### src/rtl/core/bbpb_pkg.sv
// Package for the battery bus power balance block.
// Holds the divider control and status types and fixed constants; no dependencies.
`default_nettype none
package bbpb_pkg;

	typedef struct packed {
		logic       start;
		logic [6:0] nbits;
	} div_ctl_t;

	typedef struct packed {
		logic busy;
		logic done;
	} div_stat_t;

	localparam int DVD_W = 66;
	localparam int DSR_W = 30;

	// Full charge is 10000 (0.01 %) with 32 fraction bits.
	localparam logic [48:0] FULL_Q   = 49'h0_2710_0000_0000;
	localparam logic [48:0] FRAC_RST = 49'h0_1388_0000_0000;
	localparam logic [13:0] SOC_MAX  = 14'd10000;

	localparam logic [2:0] REG_CHARGE_LIMIT    = 3'd0;
	localparam logic [2:0] REG_DISCHARGE_LIMIT = 3'd1;
	localparam logic [2:0] REG_CHARGE_EFF      = 3'd2;
	localparam logic [2:0] REG_CAPACITY_WH     = 3'd3;
	localparam logic [2:0] REG_SOC_PRESET      = 3'd4;

endpackage
`default_nettype wire

### src/rtl/core/bbpb_div.sv
// Shared restoring divider, one quotient bit per cycle.
// Depends on bbpb_pkg for its control and status types.
`default_nettype none
module bbpb_div (
	input  wire logic                        clk,
	input  wire logic                        arst_n,
	input  wire bbpb_pkg::div_ctl_t          ctl,
	input  wire logic [bbpb_pkg::DVD_W-1:0]  dividend,
	input  wire logic [bbpb_pkg::DSR_W-1:0]  divisor,
	output bbpb_pkg::div_stat_t              stat,
	output logic [bbpb_pkg::DVD_W-1:0]       quotient
);

	logic [bbpb_pkg::DVD_W-1:0] dvd_q;
	logic [bbpb_pkg::DSR_W-1:0] dsr_q;
	logic [bbpb_pkg::DSR_W-1:0] rem_q;
	logic [bbpb_pkg::DVD_W-1:0] quo_q;
	logic [6:0]                 cnt_q;
	logic                       busy_q;
	logic                       done_q;
	logic [bbpb_pkg::DSR_W:0]   trial;
	logic                       ge;
	logic [bbpb_pkg::DSR_W:0]   diff;

	always_comb begin
		trial = {rem_q, dvd_q[cnt_q]};
		ge    = trial >= {1'b0, dsr_q};
		diff  = trial - {1'b0, dsr_q};
	end

	always_ff @(posedge clk or negedge arst_n) begin
		if (!arst_n) begin
			busy_q <= 1'b0;
			done_q <= 1'b0;
			cnt_q  <= '0;
		end else begin
			done_q <= 1'b0;
			if (ctl.start) begin
				busy_q <= 1'b1;
				cnt_q  <= ctl.nbits - 7'd1;
			end else if (busy_q) begin
				if (cnt_q == 7'd0) begin
					busy_q <= 1'b0;
					done_q <= 1'b1;
				end else begin
					cnt_q <= cnt_q - 7'd1;
				end
			end
		end
	end

	always_ff @(posedge clk) begin
		if (ctl.start) begin
			dvd_q <= dividend;
			dsr_q <= divisor;
			rem_q <= '0;
			quo_q <= '0;
		end else if (busy_q) begin
			rem_q <= ge ? diff[bbpb_pkg::DSR_W-1:0] : trial[bbpb_pkg::DSR_W-1:0];
			quo_q <= {quo_q[bbpb_pkg::DVD_W-2:0], ge};
		end
	end

	assign stat.busy = busy_q;
	assign stat.done = done_q;
	assign quotient  = quo_q;

endmodule
`default_nettype wire

### config.mk
export PLATFORM = sky130hd
export DESIGN_NAME = bbpb_div
export DESIGN_NICKNAME = d
export VERILOG_FILES = /design/src/rtl/core/bbpb_pkg.sv /design/src/rtl/core/bbpb_div.sv
export SDC_FILE = /design/constraint.sdc
export NUM_CORES = 1
export LEC_CHECK = 0
export BUFFER_PORTS_ARGS = -buffer_cell sky130_fd_sc_hd__buf_2
export CAP_MARGIN = 15
export CORE_ASPECT_RATIO = 1.75
export CORE_MARGIN = 8
export CORE_UTILIZATION = 51
export DETAILED_ROUTE_END_ITERATION = 7
export GPL_ROUTABILITY_DRIVEN = 0
export PLACE_DENSITY = 0.78
export SYNTH_ARGS = -nofsm -noshare
export SYNTH_HDL_FRONTEND = slang
export SYNTH_SLANG_ARGS = --single-unit
### constraint.sdc
create_clock -name clk -period 4.44 [get_ports clk]
set_input_delay 0.444 -clock clk [delete_from_list [all_inputs] [get_ports clk]]
set_output_delay 0.444 -clock clk [all_outputs]
set_load 0.02 [all_outputs]
Word level (Yosys, flattened, before mapping) --
Index checks and enable logic that the tools add are counted.
Word-level totals: bits in registers 201, input bits 106, output and inout port bits 68, word-level logic and storage cells 28
Operators by class: magnitude comparators 2, $add $sub $neg 3, reductions and logical operators 3, muxes and demuxes 12, eq/ne operators 1
Operator list (number):
- $ge A31 B30 Y1 | 1
- $mux W30 | 1
- $sub A30 B30 Y30 | 1
- $mux W7 | 3
- $sub A7 B1 Y7 const B | 2
- $lt A7 B8 Y1 const B | 1
- $bmux W1 S7 | 1
- $logic_not A7 Y1 | 1
- $mux W1 | 7
- $ne A2 B2 Y1 const B | 1
- $reduce_and A2 Y1 | 1
- $reduce_bool A2 Y1 | 1

Longest topological paths before layout --
Gate-level depths: netlist (run 1).
word-level depth 4, mapped depth 19, mapped depth without buffers 18

Worst setup path before layout (run 1) --
OpenSTA, ideal clock, no wires.
path kind flip-flop to flip-flop, from reg cnt_q[0], to reg rem_q[26] in the netlist's numbering, library setup time 0.132 ns, cell stages (with the launch flop) 19, clock period less this slack 4.871 ns, arrival 4.738 ns, data required time 4.308 ns, path buffers 2, path slack -0.431 ns, cells stage by stage dfrtp_1 buf_6 buf_12 mux4_1 mux4_2 mux4_2 mux2i_4 ha_1 inv_1 fa_1 a21o_1 a221oi_1 o221ai_1 a31o_2 a211oi_2 o21ai_0 a31oi_1 mux2i_1 a21oi_1
On the way: cells in the longest elaborated chain, start to end 4, elaborated cells between the ends (all ways) 5, those cells by class add/sub (1); order compare (1); mux (3)
Ends and longest elaborated chain:
- start, declared | RTL line bbpb_div.sv:18 | logic [6:0] cnt_q;
- start signal, assigned | RTL line bbpb_div.sv:40 | cnt_q <= ctl.nbits - 7'd1;
- start signal, assigned | RTL line bbpb_div.sv:46 | cnt_q <= cnt_q - 7'd1;
- $bmux W1 S7 * | RTL line bbpb_div.sv:26 | trial = {rem_q, dvd_q[cnt_q]};
- $mux W1 (implied by the code) * | RTL line bbpb_div.sv:26
- $sub A30 B30 Y30 or $ge A31 B30 Y1 (tied branches) | RTL line bbpb_div.sv:28, bbpb_div.sv:27
- $mux W30 * | RTL line bbpb_div.sv:59 | rem_q <= ge ? diff[bbpb_pkg::DSR_W-1:0] : trial[bbpb_pkg::DSR_W-1:0];
- end signal, assigned | RTL line bbpb_div.sv:59
- end, declared | RTL line bbpb_div.sv:16 | logic [bbpb_pkg::DSR_W-1:0] rem_q;
Mark *: on every way between the ends. The rest lies on a longest branch, timed or not. The select of a mux whose other input is x is not followed. A chain may end at the register's enable or synchronous reset.

Worst setup path after layout (run 1) --
Same ends and word-level chain as after synthesis.

==> flow_summary.yaml, run 1 <==
synth:
  yosysTopAreaCellShare_pct: 30.5
  ys_types: 70
  ys_warn_count: 0
  ys_seq_elements: 201
  async_flop_share_pct: 4.48
  synth-main-ff-cell: "edfxtp_1"
  ys_seq_area_share_pct: 53.3
  synth_area_leader_cell: "edfxtp_1"
  syn_avg_cell_area_um2: 11.6
  synth_top_cells_by_area: "edfxtp_1, dfxtp_1, mux2i_1"
  postSynthCellCount: 817
  postSynthNetCount: 955
  netlist_area_um2: 9440
  synth_edf_count: 96
sta:
  hold_viol: 0
  setup_slack_ns: -0.344
  drv_slew: 0
  worst_slew_pin_slew_ns: 0.898
  fmax_mhz: 209
  tns_ns: -1.69
  post-route-min-period_ns: 4.78
  timing.final.crit_share_pct: 108
  skew_ns: 0.0138
  setup_viol: 9
  relSlewSlack_pct: 40.1
  rsz0062_at_grt: "yes"
grt:
  antenna_found_initial: 3
  grt_pass1_wl_mm: 34.6
  grt_pass1_vias: 7096
  track_usage_pct: 18.1
  grt_max_degree: 84
  grt-ovfl-total: 0
setup_path:
  worstSetupEndpointType: "flip-flop"
  rrSetupSlack_ns: -0.34
  worstSetupStartpointType: "flip-flop"
  crit_type: "reg2reg"
  timing.rr.start: "cnt_q[0]$_DFFE_PN0P_"
  critPathSlowestCell: "mux4_2"
  arrival_ns: 5.14
  cp_common_cell: "mux4_2"
  slowest_delay_ns: 0.51
  cp.required_ns: 4.79
  crit_path_max_fanout: 4
  critPathCapture: "rem_q[26]$_SDFFE_PP0P_"
  r2r-end: "rem_q[26]$_SDFFE_PP0P_"
  crit_path_start: "cnt_q[0]$_DFFE_PN0P_"
  path_cells: "clkbuf_16, mux4_2, mux4_2, mux4_2, mux2i_4, ha_2, inv_2, fa_2, a21o_1, a221oi_2, o221ai_2, a31o_4, a211oi_4, o21ai_1, a31oi_1, mux2i_1, a21oi_1"
  reg2regPathDepth: 17
floorplan:
  coreArea_um2: 18400
  rows: 66
  io_pins: 174
  dieArea_um2: 23300
  die_x_um: 119
  initial_utilization_pct: 51.3
  die_y_um: 196
placement:
  postPlaceCellArea_um2: 10700
  portBuffers: 173
  dp_slack_ns: -0.352
  dp_hpwl_mm: 15.9
route:
  wl_mm: 22.0
  drc_errors: 0
  vias: 6889
  drt_iter0_drc: 374
  ant_nets: 0
  via_per_inst: 5.51
  wl_per_cell_um: 17.6
  dr.pass1.iters: 5
run:
  maxCapViolations: 0
clock_network:
  clock_sinks: 201
  cts_root_buf: "clkbuf_16"
  numCtsBuffers: 20
  htree_levels: 1
  cts_tree: "yes"
  clk_path_buf_depth: 3
  clk_pin_slew_ns: 0.07
  clk_latency_ns: 0.49
worst_hold_path:
  hold_class: "in2reg"
run_status:
  violations: "negative setup slack"
  status: "finished with violations"
final_layout:
  drive_above_1_share_pct: 28.0
  syn2layout_area_growth_pct: 21.2
  fin_nets: 1136
  fin_area_um2: 11400
pwr:
  ir_worst_vdd_mv: 0.514
  cellLeakagePower_uw: 0.00543
  pwr_density_cell_nw_per_um2: 530
critical path: cells and delay by family (launching register included):
| family | cells | cell delay [ns] |
|---|---|---|
| muxes | 5 | 1.86 |
| AOI/OAI and AO/OA | 8 | 1.60 |
| adders and majority gates | 2 | 0.54 |
| DFF | 1 | 0.44 |
| buffers and inverters | 2 | 0.21 |
kinds of logic (layout without fill, tap and decap cells):
group / count (synthesis) / in the layout / share of synthesized area, %
multiplexers: 115 / 115 / 15.6
other: 0 / 1 / 0
adder cells (fa/ha/maj): 32 / 32 / 4.32
AO/OA/AOI/OAI: 159 / 159 / 10.7
buffers and inverters: 90 / 285 / 4.03
XOR/XNOR: 23 / 23 / 2.13
flip-flops: 201 / 201 / 53.3
AND/OR/NAND/NOR: 197 / 197 / 9.86
through the flow:
| step | util [%] | hold WS [ns] | std cells | power (µW) |
|---|---|---|---|---|
| final | 62.2 | 0.124 | 1251 | 6060 |
| after global routing | 62.2 | 0.0990 | 1251 | 6400 |
| after CTS | 61.7 | 0.104 | 1246 | 6030 |
| after detailed placement | 58.0 | 0.320 | 1208 | 4300 |
| after global placement | 58.0 | 0.321 | 1208 | 4260 |
| after floorplan | - | 0.148 | 817 | 3740 |
power breakdown:
group | switching, µW | internal [µW]
logic | 1050 | 1010
registers | 153 | 2150
clock network | 703 | 985
total | 1910 | 4150
cell type report:
type | count | area [µm²]
flip-flops and latches | 201 | 5030
clock inverters | 12 | 128
inverters | 46 | 173
diodes | 1 | 2.50
well taps | 238 | 298
clock buffers | 24 | 536
repair buffers | 203 | 1210
multi-input cells | 526 | 4070
fillers | 1507 | 6970
cell usage after synthesis, drive strengths merged (3+ instances only):
library cell and count:
nand2b 14, o311ai 5, mux2i 92, nor3b 3
and3 6, nor3 4, a21oi 52, a21o 9
nand3 11, nor2 107, a311oi 4, nand3b 3
edfxtp 96, inv 46, dfxtp 96, nor2b 5
clkbuf 26, dfrtp 9, mux2 3, nand4 5
o32ai 3, xnor2 17, or4 3, mux4 20
xor2 6, nand2 25, a211oi 26, a31o 3
ha 31, buf 18, a31oi 7, o21ai 32
timing repair:
| item | in CTS | in global routing |
|---|---|---|
| gates cloned | 0 | 1 |
| hold endpoints to repair | 9 | 0 |
| endpoints found under the setup margin | 22 | 28 |
| pin swaps | 3 | 19 |
| gates resized for setup | 4 | 28 |
| hold buffers | 1 | 0 |
| buffers inserted | 1 | 3 |
layout by cell type, fill, tap and decap left out, drive strengths merged, types with 20 or more instances in the layout:
| cell | n |
|---|---|
| nand2 | 25 |
| edfxtp | 96 |
| a21oi | 52 |
| nor2 | 107 |
| buf | 201 |
| a211oi | 26 |
| clkbuf | 25 |
| inv | 47 |
| mux2i | 92 |
| mux4 | 20 |
| o21ai | 32 |
| dfxtp | 96 |
| ha | 31 |
state kept, by name (all words and copies together), names as in the netlist:
name	cells
dvd_q	66
rem_q	30
dsr_q	30
done_q	1
cnt_q	7
busy_q	1
quotient	66
worst min-delay path by stage:
stage	start	to	slack, ns	cells after the start
after floorplan	arst_n	busy_q$_DFF_PN0_	0.15	0
after global placement	arst_n	cnt_q[3]$_DFFE_PN0P_	0.32	1
after detailed placement	arst_n	cnt_q[3]$_DFFE_PN0P_	0.32	1
after CTS	divisor[22]	dsr_q[22]$_DFFE_PP_	0.10	1
after global routing	dividend[7]	dvd_q[7]$_DFFE_PP_	0.1	1
final	dividend[7]	dvd_q[7]$_DFFE_PP_	0.12	1
layer usage:
metal  GRT usage [%]  routed length (µm)
met1            18.2                7910
met2            34.5               12000
met3            3.91                1220
met4            8.24                 817
met5               0                  23
(Power assumes the default switching activity.)
==> run 2, diff against run 1 <==
--- a/config.mk
+++ b/config.mk
@@ -9,5 +9,4 @@
 export CAP_MARGIN = 15
 export CORE_ASPECT_RATIO = 1.75
-export CORE_MARGIN = 8
 export CORE_UTILIZATION = 51
 export DETAILED_ROUTE_END_ITERATION = 7
==> constraint.sdc (replaced) <==
create_clock -name clk -period 4.44 [get_ports clk]
set_input_delay 1.332 -clock clk [delete_from_list [all_inputs] [get_ports clk]]
set_output_delay 1.332 -clock clk [all_outputs]
set_load 0.02 [all_outputs]
==> flow_summary.yaml, run 2 (synthesis results as in run 1) <==
worst_hold_path:
  holdPathStages: 2
  hold_class: "reg2reg"
final_layout:
  nFillCells: 1432
  stdcell_count: 1249
  syn2layout_area_growth_pct: 22.1
  final_common_cell: "buf_2"
  fin_nets: 1140
  drive_above_1_share_pct: 29.2
  fin_area_um2: 11500
  finish.utilization_pct: 63.9
  final_cell_mix: "buf_2, nor2_1, edfxtp_1, dfxtp_1, mux2i_1"
sta:
  skew_ns: 0.0160
  setup_viol: 9
  timing.final.crit_share_pct: 108
  relSlewSlack_pct: 21.8
  hold_viol: 0
  drv_slew: 0
  worst_slew_pin_slew_ns: 1.17
  rsz0062_at_grt: "yes"
  setup_slack_ns: -0.333
  fmax_mhz: 209
  post-route-min-period_ns: 4.77
clock_network:
  numCtsBuffers: 19
  htree_levels: 1
  clock_sinks: 201
  clk_latency_ns: 0.48
  clk_pin_slew_ns: 0.06
  clk_path_buf_depth: 3
  cts_tree: "yes"
  hold_buffers: 0
  cts_root_buf: "clkbuf_16"
floorplan:
  rows: 65
  die_x_um: 105
  coreArea_um2: 18100
  die_y_um: 182
  initial_utilization_pct: 52.3
  dieArea_um2: 19100
  io_pins: 174
route:
  wl_per_cell_um: 16.5
  wl_mm: 20.6
  via_per_inst: 5.52
  drc_errors: 0
  vias: 6892
  dr.pass1.iters: 5
  ant_nets: 0
  drt_iter0_drc: 270
grt:
  grt_max_degree: 87
  antenna_found_initial: 2
  grt_pass1_vias: 6805
  track_usage_pct: 20.9
  grt-ovfl-total: 0
  grt_pass1_wl_mm: 32.1
placement:
  postPlaceCellArea_um2: 10600
  dp_hpwl_mm: 14.3
  portBuffers: 173
  dp_slack_ns: -0.422
  dp.cells: 1206
setup_path:
  worstSetupEndpointType: "flip-flop"
  reg2regPathDepth: 17
  worstSetupStartpointType: "flip-flop"
  crit_path_max_fanout: 6
  cp.required_ns: 4.76
  crit_type: "reg2reg"
  arrival_ns: 5.09
run_status:
  violations: "negative setup slack"
  status: "finished with violations"
pwr:
  pwr_density_cell_nw_per_um2: 545
  ir_worst_vdd_mv: 0.384
  cellLeakagePower_uw: 0.00547
run:
  maxCapViolations: 0
-- run 2: changes by cell type in the layout (fill, tap and decap cells not counted), sizes merged --
| cell | delta |
|---|---|
| clkinvlp | -3 |
| dlygate4sd3 | -1 |
| buf | +6 |
| clkinv | -2 |
| clkbuf | -1 |
| bufinv | +2 |
| inv | +1 |
-- run 2: cell type report --
class                           count  area [µm²]  area share (%)
Timing Repair Buffer              208        1220            10.5
Tap cell                          234         293            2.54
Clock buffer                       23         523            4.54
Clock inverter                     10         155            1.35
Sequential cell                   201        5030            43.7
Multi-Input combinational cell    526        4130            35.8
Inverter                           46         173            1.50
Antenna cell                        1        2.50          0.0217
-- run 2: critical path, cell delays in order (launching register included) --
cell       delay [ns]
dfrtp_2          0.43
clkbuf_16        0.17
mux4_2           0.49
mux4_2           0.48
mux4_2           0.51
mux2i_4          0.16
ha_2             0.20
inv_2            0.04
fa_2             0.34
a21o_1           0.20
a221oi_4         0.26
o221ai_2         0.16
a31o_4           0.26
a211oi_4         0.30
o21ai_1          0.10
a31oi_1          0.22
mux2i_1          0.22
a21oi_1          0.07
-- run 2: final timing paths --
check                                    endpoint  slack, ns                   start
max                        rem_q[26]$_SDFFE_PP0P_      -0.33    cnt_q[0]$_DFFE_PN0P_
min                        rem_q[15]$_SDFFE_PP0P_       0.50  rem_q[15]$_SDFFE_PP0P_
max reg2reg                rem_q[26]$_SDFFE_PP0P_      -0.33    cnt_q[0]$_DFFE_PN0P_
min reg2reg                rem_q[15]$_SDFFE_PP0P_       0.50  rem_q[15]$_SDFFE_PP0P_
max in group asynchronous        busy_q$_DFF_PN0_       3.53                  arst_n
min in group asynchronous    cnt_q[5]$_DFFE_PN0P_       0.70                  arst_n
-- run 2: layer usage --
layer | global-route usage, % | vias up | part of all wire (%)
met2 | 39.0 | 227 | 53
li1 | - | 3359 | -
met1 | 21.5 | 3232 | 37
met3 | 3.84 | 74 | 5.1
met4 | 12.1 | 0 | 5.7
met5 | 0 | - | 0
-- run 2: what timing repair did --
item                                    in CTS  in global routing
setup buffers                                2                  6
resized for setup                            7                 41
gates cloned                                 0                  2
pin swaps                                    3                 21
endpoints found under the setup margin      24                 30
-- run 2: metrics by stage --
step	hold WS, ns	power [µW]	TNS, ns
2_1_floorplan	0.463	3740	-0.294
3_3_place_gp	0.469	4240	-2.24
3_5_place_dp	0.486	4270	-2.83
4_1_cts	0.494	6080	-1.39
5_1_grt	0.515	6590	-3.41
6_report	0.496	6280	-1.60
-- run 2: power breakdown --
part	internal, µW	switching, µW
Sequential	2150	161
Clock	1080	680
Combinational	1090	1120
==> run 3, diff against run 2 <==
- CORE_UTILIZATION: 51 -> 50
- PLACE_DENSITY: 0.78 -> 0.77
==> flow_summary.yaml, run 3 (synthesis results as in run 1) <==
worst_hold_path:
  hold_class: "reg2reg"
route:
  vias: 6839
  wl_mm: 20.4
  drc_errors: 0
  ant_nets: 0
  dr.pass1.iters: 5
  wl_per_cell_um: 16.2
  drt_iter0_drc: 292
  via_per_inst: 5.44
clock_network:
  cts_tree: "yes"
  cts_root_buf: "clkbuf_16"
  clk_path_buf_depth: 3
  clk_latency_ns: 0.49
  htree_levels: 1
  numCtsBuffers: 20
  clock_sinks: 201
  clk_pin_slew_ns: 0.07
pwr:
  power_switching_uw: 1960
  p_comb_share_pct: 33.8
  internal-power_uw: 4380
  cellLeakagePower_uw: 0.00551
  pwr_density_cell_nw_per_um2: 549
  p_sw_share_pct: 31.0
  ir_worst_vdd_mv: 0.367
  pwr-share-seq_pct: 36.2
  p_clk_share_pct: 29.9
floorplan:
  io_pins: 174
  coreArea_um2: 18600
  die_x_um: 106
  initial_utilization_pct: 50.8
  dieArea_um2: 19500
  rows: 66
  die_y_um: 184
final_layout:
  syn2layout_area_growth_pct: 22.5
  drive_above_1_share_pct: 28.6
  stdcell_count: 1257
  seqCellArea_um2: 5030
  fin_area_um2: 11600
  final_cell_mix: "buf_2, nor2_1, edfxtp_1, dfxtp_1, mux2i_1"
  final_common_cell: "buf_2"
  fin_nets: 1142
  multi_input_area_um2: 4100
  nFillCells: 1475
  finish.utilization_pct: 62.2
placement:
  dp_hpwl_mm: 14.2
  portBuffers: 173
  dp.cells: 1209
  dp_slack_ns: -0.530
  postPlaceCellArea_um2: 10600
run_status:
  violations: "negative setup slack"
  status: "finished with violations"
sta:
  whs_ns: 0.493
  timing.final.crit_share_pct: 109
  rsz0062_at_grt: "yes"
  hold_viol: 0
  post-route-min-period_ns: 4.84
  fmax_mhz: 207
  relSlewSlack_pct: 30.8
  setup_viol: 10
  drv_slew: 0
  skew_ns: 0.0167
  setup_slack_ns: -0.401
  worst_slew_pin_slew_ns: 1.04
setup_path:
  arrival_ns: 5.20
  crit_path_max_fanout: 8
  worstSetupEndpointType: "flip-flop"
  crit_type: "reg2reg"
  worstSetupStartpointType: "flip-flop"
  cp.required_ns: 4.79
run:
  maxCapViolations: 0
grt:
  grt_pass1_wl_mm: 33.0
  track_usage_pct: 21.1
  grt-ovfl-total: 0
  grt_max_degree: 171
  antenna_found_initial: 1
  grt_pass1_vias: 6810
[run 3: cell count changes in the layout (fill, tap and decap cells not counted), moves of 3 or more]
cell      before  now
mux4_2        18   15
clkinv_4       0    5
mux4_1         2    5
buf_4         24   27
[run 3: worst paths after layout]
path / startpoint / to / slack [ns] / depth (start not counted)
max in group asynchronous: arst_n / busy_q$_DFF_PN0_ / 3.54 / 1
worst max register to register: cnt_q[0]$_DFFE_PN0P_ / rem_q[26]$_SDFFE_PP0P_ / -0.40 / 17
min in group asynchronous: arst_n / cnt_q[5]$_DFFE_PN0P_ / 0.69 / 1
worst min-delay path: rem_q[2]$_SDFFE_PP0P_ / rem_q[2]$_SDFFE_PP0P_ / 0.49 / 2
worst max-delay path: cnt_q[0]$_DFFE_PN0P_ / rem_q[26]$_SDFFE_PP0P_ / -0.40 / 17
worst min register to register: rem_q[2]$_SDFFE_PP0P_ / rem_q[2]$_SDFFE_PP0P_ / 0.49 / 2
[run 3: final cells by class]
cell class / instances / area share [%]
Tap cell: 238 / 2.58
Sequential cell: 201 / 43.5
Clock buffer: 22 / 4.58
Antenna cell: 1 / 0.0216
Clock inverter: 14 / 1.92
Timing Repair Buffer: 209 / 10.4
Inverter: 46 / 1.49
Multi-Input combinational cell: 526 / 35.5
[run 3: repair_timing]
action | 4_1_cts | 5_1_grt
pin swaps | 17 | 6
gates resized for setup | 25 | 11
endpoints found under the hold margin | 0 | 0
cloned | 2 | 0
endpoints found under the setup margin | 27 | 30
hold buffers | 0 | 0
buffers inserted | 4 | 5
[run 3: per-layer routing]
layer  GRT usage [%]  part of all wire (%)
met5               0                     0
met4            7.89                   2.9
met3            4.01                   5.2
met2            40.8                    55
met1            22.2                    37
[run 3: stage by stage]
| step | setup TNS, ns | power [µW] |
|---|---|---|
| floorplan | -0.294 | 3740 |
| global placement | -2.24 | 4230 |
| detailed placement | -4.86 | 4260 |
| CTS | -1.37 | 6290 |
| global route | -6.09 | 6680 |
| finish | -1.75 | 6340 |
[run 3: power groups by stage]
stage | Sequential (µW) | Combinational, µW | Clock, µW
after floorplan | 2290 | 1450 | 0
after global placement | 2330 | 1900 | 0
after detailed placement | 2340 | 1920 | 0
after CTS | 2300 | 2060 | 1940
after global routing | 2320 | 2350 | 2000
final | 2300 | 2150 | 1900
[run 3: worst max-delay path, stage by stage (launching register included)]
cell	delay, ns
dfrtp_1	0.42
buf_6	0.17
mux4_2	0.51
mux4_2	0.49
mux4_2	0.51
mux2i_4	0.16
ha_2	0.20
inv_2	0.04
fa_2	0.34
a21o_1	0.20
a221oi_4	0.27
o221ai_2	0.16
a31o_4	0.26
a211oi_4	0.31
o21ai_1	0.11
a31oi_1	0.24
mux2i_1	0.22
a21oi_1	0.08
